[src/rtl/word36_to_byte_packer_unit_defines.svh]
// ---------------------------------------------------------------------------
// word36_to_byte_packer_unit_defines.svh
// Assertion macros shared by the 36-bit word to byte packer RTL.
// ---------------------------------------------------------------------------
`ifndef WORD36_TO_BYTE_PACKER_UNIT_DEFINES_SVH
`define WORD36_TO_BYTE_PACKER_UNIT_DEFINES_SVH

`ifndef ASSERT_OFF
// same-cycle implication, checked on every rising edge outside reset
`define W36BP_ASSERT_NOW(lbl, ante, cons) \
  lbl: assert property (@(posedge clk) disable iff (rst) (ante) |-> (cons)) \
    else $error("packer assertion failed");
// next-cycle implication
`define W36BP_ASSERT_NEXT(lbl, ante, cons) \
  lbl: assert property (@(posedge clk) disable iff (rst) (ante) |=> (cons)) \
    else $error("packer assertion failed");
`else
`define W36BP_ASSERT_NOW(lbl, ante, cons)
`define W36BP_ASSERT_NEXT(lbl, ante, cons)
`endif

`endif

[src/rtl/w36bp_pkg.sv]
// ---------------------------------------------------------------------------
// w36bp_pkg
// Widths, constants and action codes of the 36-bit word to byte packer.
// ---------------------------------------------------------------------------
package w36bp_pkg;

  localparam int WORD_W    = 36;
  localparam int S_TDATA_W = 40;
  localparam int BYTE_W    = 8;
  localparam int NIB_W     = 4;
  localparam int SLOT_W    = 40;
  localparam int CNT_W     = 3;

  localparam logic [CNT_W-1:0] CNT_NONE  = 3'd0;
  localparam logic [CNT_W-1:0] CNT_ONE   = 3'd1;
  localparam logic [CNT_W-1:0] CNT_FOUR  = 3'd4;
  localparam logic [CNT_W-1:0] CNT_FIVE  = 3'd5;

  typedef enum logic {
    ACT_PACK  = 1'b0,
    ACT_FLUSH = 1'b1
  } action_t;

endpackage

[src/rtl/word36_to_byte_packer_unit.sv]
// ---------------------------------------------------------------------------
// word36_to_byte_packer_unit
// Packs 36-bit words into a big-endian byte stream, two words per 9 bytes.
// ---------------------------------------------------------------------------
// Input stream s_*: one transfer per word or flush. s_tuser[0] is the action
// (0 pack s_tdata[35:0], 1 flush the pending nibble). Output stream m_*: one
// byte per transfer, m_tlast high on the final byte caused by an input.
// A word with no nibble pending gives 4 bytes and keeps its low nibble; a
// word with a nibble pending gives 5 bytes; a flush gives 1 byte or none.
// The first byte of an item passes from the input transfer into the byte
// slot and then into the output register on m_*. Throughput is set by the
// byte-wide output register: the slot gives one byte per output transfer,
// and the next item is taken in the cycle its last byte leaves the byte
// slot.
// Reset clears the pending nibble, the byte slot's valid flag and count, and m_tvalid.
// When m_tready is low, the output byte holds, the slot holds, and s_tready
// drops once the slot is occupied.
// ---------------------------------------------------------------------------
`include "word36_to_byte_packer_unit_defines.svh"

module word36_to_byte_packer_unit (
  input  logic                            clk,
  input  logic                            rst,
  input  logic                            s_tvalid,
  output logic                            s_tready,
  input  logic [w36bp_pkg::S_TDATA_W-1:0] s_tdata,  // [35:0] data_word, [39:36] zero
  input  logic [0:0]                      s_tuser,  // [0] action
  output logic                            m_tvalid,
  input  logic                            m_tready,
  output logic [w36bp_pkg::BYTE_W-1:0]    m_tdata,  // [7:0] out_byte
  output logic                            m_tlast
);

  import w36bp_pkg::*;

  logic                 pending;
  logic                 pending_next;
  logic [NIB_W-1:0]     held_nib;
  logic [NIB_W-1:0]     held_nib_next;
  logic                 slot_valid;
  logic [SLOT_W-1:0]    slot_bytes;
  logic [CNT_W-1:0]     slot_cnt;
  logic [SLOT_W-1:0]    load_bytes;
  logic [CNT_W-1:0]     load_cnt;
  logic                 out_free;
  logic                 s_xfer;
  logic [WORD_W-1:0]    word;
  action_t              action;

  assign word     = s_tdata[WORD_W-1:0];
  assign action   = action_t'(s_tuser[0]);
  assign out_free = !m_tvalid || m_tready;
  assign s_tready = !slot_valid || (out_free && (slot_cnt == CNT_ONE));
  assign s_xfer   = s_tvalid && s_tready;

  always_comb begin
    pending_next  = pending;
    held_nib_next = held_nib;
    load_bytes    = '0;
    load_cnt      = CNT_NONE;
    unique case (action)
      ACT_FLUSH: begin
        if (pending) begin
          load_bytes   = {held_nib, {(SLOT_W-NIB_W){1'b0}}};
          load_cnt     = CNT_ONE;
          pending_next = 1'b0;
        end
      end
      ACT_PACK: begin
        if (pending) begin
          load_bytes   = {held_nib, word};
          load_cnt     = CNT_FIVE;
          pending_next = 1'b0;
        end else begin
          load_bytes    = {word[WORD_W-1:NIB_W], {BYTE_W{1'b0}}};
          load_cnt      = CNT_FOUR;
          held_nib_next = word[NIB_W-1:0];
          pending_next  = 1'b1;
        end
      end
      default: begin
        load_cnt = CNT_NONE;
      end
    endcase
  end

  // pack state
  always_ff @(posedge clk) begin
    if (rst) begin
      pending  <= 1'b0;
      held_nib <= '0;
    end else if (s_xfer) begin
      pending  <= pending_next;
      held_nib <= held_nib_next;
    end
  end

  // byte slot: drain one byte per output transfer, reload on input transfer
  always_ff @(posedge clk) begin
    if (rst) begin
      slot_valid <= 1'b0;
      slot_cnt   <= CNT_NONE;
    end else begin
      if (slot_valid && out_free) begin
        slot_cnt <= slot_cnt - CNT_ONE;
        if (slot_cnt == CNT_ONE) begin
          slot_valid <= 1'b0;
        end
      end
      if (s_xfer) begin
        slot_valid <= (load_cnt != CNT_NONE);
        slot_cnt   <= load_cnt;
      end
    end
  end

  always_ff @(posedge clk) begin
    if (s_xfer) begin
      slot_bytes <= load_bytes;
    end else if (slot_valid && out_free) begin
      slot_bytes <= {slot_bytes[SLOT_W-BYTE_W-1:0], {BYTE_W{1'b0}}};
    end
  end

  // output register
  always_ff @(posedge clk) begin
    if (rst) begin
      m_tvalid <= 1'b0;
    end else if (out_free) begin
      m_tvalid <= slot_valid;
    end
  end

  always_ff @(posedge clk) begin
    if (out_free && slot_valid) begin
      m_tdata <= slot_bytes[SLOT_W-1:SLOT_W-BYTE_W];
      m_tlast <= (slot_cnt == CNT_ONE);
    end
  end

  `W36BP_ASSERT_NOW(a_slot_cnt_range, slot_valid,
    (slot_cnt != CNT_NONE) && (slot_cnt <= CNT_FIVE))
  `W36BP_ASSERT_NEXT(a_last_byte_out, slot_valid && out_free && (slot_cnt == CNT_ONE),
    m_tvalid && m_tlast)
  `W36BP_ASSERT_NEXT(a_pack_sets_pending, s_xfer && (action == ACT_PACK) && !pending,
    pending && slot_valid && (slot_cnt == CNT_FOUR))
  `W36BP_ASSERT_NEXT(a_flush_clears_pending, s_xfer && (action == ACT_FLUSH), !pending)

endmodule

[config.mk]
export PLATFORM = sky130hd
export DESIGN_NAME = word36_to_byte_packer_unit
export DESIGN_NICKNAME = d
export VERILOG_FILES = /design/src/rtl/w36bp_pkg.sv /design/src/rtl/word36_to_byte_packer_unit.sv
export VERILOG_INCLUDE_DIRS = /design/src /design/src/rtl
export SDC_FILE = /design/constraint.sdc
export NUM_CORES = 1
export LEC_CHECK = 0
export BUFFER_PORTS_ARGS = -buffer_cell sky130_fd_sc_hd__buf_2
export CORE_MARGIN = 2
export CORE_UTILIZATION = 30
export DETAILED_ROUTE_END_ITERATION = 6
export PLACE_DENSITY = 0.54
export REMOVE_ABC_BUFFERS = 1
export SYNTH_ARGS = -nofsm -noshare
export SYNTH_HDL_FRONTEND = slang
export SYNTH_SLANG_ARGS = --single-unit
[constraint.sdc]
create_clock -name clk -period 2 [get_ports clk]
set_clock_uncertainty 0.2 [all_clocks]
set_input_delay 0.4 -clock clk [delete_from_list [all_inputs] [get_ports clk]]
set_output_delay 0.4 -clock clk [all_outputs]
set_load 0.005 [all_outputs]
==> metrics.json <==
{
  "worst_slew_margin_relative_to_its_limit": {"value": 0.659},
  "clock_tree_from_tritoncts": {"value": "built"},
  "route.antenna.remaining_nets": {"value": 0},
  "p_switching": {"value": 812, "unit": "µW"},
  "die-height": {"value": 102, "unit": "µm"},
  "power.total": {"value": 3.25, "unit": "mW"},
  "cts_hold_repair.buffers": {"value": 0},
  "hp-class": {"value": "in -> reg"},
  "power.density_cell_area": {"value": 867, "unit": "nW/µm²"},
  "via_count_of_the_routed_design": {"value": 2153},
  "fp-row-count": {"value": 35},
  "mostFrequentLayoutCells": {"value": "buf_2, edfxtp_1, mux2i_1"},
  "post_route_cells_drive_above_1_share": {"value": 0.376},
  "critPathMaxStageDelay": {"value": 0.33, "unit": "ns"},
  "fill_cells": {"value": 904},
  "pwr-share-clk": {"value": 0.361},
  "synthCells": {"value": 238},
  "power_switching_share": {"value": 0.250},
  "p_seq_frac": {"value": 0.476},
  "irDropWorstVdd": {"value": 0.309, "unit": "mV"},
  "critical_path_peak_fanout": {"value": 3},
  "post_drt_via_cell_ratio": {"value": 4.95},
  "grt_max_degree": {"value": 38},
  "timing.hold.ws": {"value": 0.143, "unit": "ns"},
  "seq_area_frac_synth": {"value": 0.585},
  "rsz0062_at_grt": {"value": "true"},
  "synth_flop_cell": {"value": "edfxtp_1"},
  "port-buffer-count": {"value": 51},
  "intPower": {"value": 2.44, "unit": "mW"},
  "drv_cap": {"value": 0},
  "syn-cell-area": {"value": 2860, "unit": "µm²"},
  "gp_routability_congestion": {"value": 0.807},
  "synth_enable_flop_cells": {"value": 49},
  "cp_data_arrival_time": {"value": 1.36, "unit": "ns"},
  "worstSkewPairLatency": {"value": 0.33, "unit": "ns"},
  "drt-initial-drc-count": {"value": 89},
  "status": {"value": "finished clean"},
  "die_w": {"value": 102, "unit": "µm"},
  "cts-buffers-inserted": {"value": 9},
  "ys_types": {"value": 34},
  "floorplan.core_area": {"value": 9240, "unit": "µm²"},
  "post-dp-hpwl": {"value": 4190, "unit": "µm"},
  "critical_path.most_common_cell": {"value": "inv_2"},
  "path_class": {"value": "reg -> out"},
  "worstPathCellList": {"value": "inv_2 -> ha_4 -> nor2b_4 -> a21oi_4 -> inv_2 -> buf_6"},
  "hold_viol_final": {"value": 0},
  "first_global_vias": {"value": 2063},
  "floorplan.initialDensity": {"value": 0.309},
  "nNetsFinal": {"value": 348},
  "htree_levels": {"value": 3},
  "groute.usage.overall": {"value": 0.133},
  "yosysWarnings": {"value": 0},
  "grt_pass1_wl": {"value": 10400, "unit": "µm"},
  "cts_max_path_bufs": {"value": 2},
  "final_min_period_over_clock_period": {"value": 0.981},
  "layout_commonest_cell": {"value": "buf_2"},
  "clock_tree.root_cell": {"value": "clkbuf_8"},
  "detail_route.wirelength": {"value": 6890, "unit": "µm"},
  "antenna_violations_before_repair": {"value": 0},
  "combinationalPowerShare": {"value": 0.163},
  "report.final.setup_viol": {"value": 0},
  "max_slew.worst_pin.slew": {"value": 0.511, "unit": "ns"},
  "critical_path.endpoint_type": {"value": "output port"},
  "cts.clk_slew.worst_paths": {"value": 0.07, "unit": "ns"},
  "finalWorstPathRequiredPeriod": {"value": 1.96, "unit": "ns"},
  "synth_area_per_cell": {"value": 12.0, "unit": "µm²"},
  "antennaDiodeCount": {"value": 0},
  "flops_latches_synth": {"value": 59},
  "synth-async-reset-ratio": {"value": 0},
  "ios": {"value": 56},
  "cp-start-kind": {"value": "register"},
  "p_leak": {"value": 1.37, "unit": "nW"},
  "global_route.overflow_total": {"value": 0},
  "worstRegToRegCells": {"value": 9},
  "area_growth_synth_to_finish": {"value": 31.2, "unit": "%"},
  "fmax": {"value": 0.510, "unit": "GHz"},
  "rrSetupSlack": {"value": 0.08, "unit": "ns"},
  "clock_sinks": {"value": 59},
  "hold_path_depth": {"value": 3},
  "critPathRequiredTime": {"value": 1.40, "unit": "ns"},
  "timing.setup.tns": {"value": 0, "unit": "ns"},
  "avgRoutedWirePerCell": {"value": 15.8, "unit": "µm"},
  "crit_slowest_cell": {"value": "dfxtp_2"},
  "drc_errors": {"value": 0},
  "final_max_slew_viol_count": {"value": 0},
  "die_area": {"value": 10300, "unit": "µm²"},
  "drt_first_pass_iters": {"value": 4}
}
registers in the layout (all words and copies together), names as in the netlist:
| register | count |
|---|---|
| slot_bytes | 40 |
| m_tdata | 8 |
| held_nib | 4 |
| slot_cnt | 3 |
| m_tlast | 1 |
| m_tvalid | 1 |
| pending | 1 |
| slot_valid | 1 |
kinds of logic (layout without fill, tap and decap cells):
family,Yosys count,in the layout,share of synthesized area
DFF,59,59,0.585
AOI/OAI and AO/OA,91,91,0.199
adders and majority gates,2,2,0.00876
and+or+nand+nor,28,28,0.0600
muxes,28,28,0.0981
buffers and inverters,30,98,0.0495
worst max-delay path: cells and delay by family, from the launching register on:
| kind | cells | cell delay (ns) |
|---|---|---|
| buffers and inverters | 3 | 0.23 |
| AO/OA/AOI/OAI | 1 | 0.17 |
| AND/OR/NAND/NOR | 1 | 0.13 |
| flip-flops | 1 | 0.33 |
| adder cells (fa/ha/maj) | 1 | 0.15 |
area by class of cell:
type / instances / area [µm²] / area share
repair buffers: 72 / 512 / 0.137
flip-flops and latches: 59 / 1680 / 0.447
clock inverters: 5 / 77.6 / 0.0207
inverters: 10 / 37.5 / 0.0100
well taps: 129 / 161 / 0.0431
multi-input cells: 149 / 1150 / 0.308
clock buffers: 11 / 131 / 0.0350
path summary, 6_finish.rpt:
kind                                     start        endpoint
worst max-delay path               slot_cnt[1]        s_tready
worst max register to register     slot_cnt[1]  slot_bytes[25]
worst min register to register  slot_bytes[36]      m_tdata[4]
worst min-delay path                s_tdata[1]     held_nib[1]
cells in the mapped netlist, types with 2 or more instances:
library cell  instances  area, µm²
o21ai_1               4       20.0
mux2i_1              28        280
and2_1                9       56.3
o21ai_0              40        200
buf_6                 2       22.5
nand3_1               5       25.0
nand2_1               4       15.0
dfxtp_1              10        200
o31ai_1              28        210
edfxtp_1             49       1470
buf_4                 2       15.0
clkbuf_1             11       41.3
a22oi_1               4       30.0
nor3_1                2       10.0
buf_2                 5       25.0
inv_1                 9       33.8
ha_1                  2       25.0
a21oi_1               8       40.0
per-layer routing:
layer	up-vias	GRT usage	part of all wire
li1	1048	-	-
met1	1037	0.185	0.48
met2	54	0.198	0.45
met3	14	0.0304	0.047
met4	0	0.0561	0.017
met5	-	0	0
power groups by stage:
| stage | Combinational [mW] | Sequential, mW | Clock (mW) |
|---|---|---|---|
| finish | 0.530 | 1.55 | 1.17 |
| detailed placement | 0.433 | 1.57 | 0 |
| CTS | 0.445 | 1.54 | 1.20 |
| global placement | 0.425 | 1.56 | 0 |
| floorplan | 0.232 | 1.57 | 0 |
| global route | 0.586 | 1.56 | 1.24 |
what timing repair did:
item                       CTS  global route
setup buffers                4             3
pin swaps                    1             1
setup endpoints to repair    1            36
gates resized for setup      1            40
gates cloned                 0             3
stage by stage:
stage	utilization	instances	cell area, µm²	setup slack (ns)
2_1_floorplan	-	218	2750	-0.561
3_3_place_gp	0.358	409	3300	0.127
3_5_place_dp	0.358	409	3300	0.114
4_1_cts	0.384	429	3550	0.0223
5_1_grt	0.406	435	3750	-0.0148
6_report	0.406	435	3750	0.0387
(Power assumes the default switching activity.)
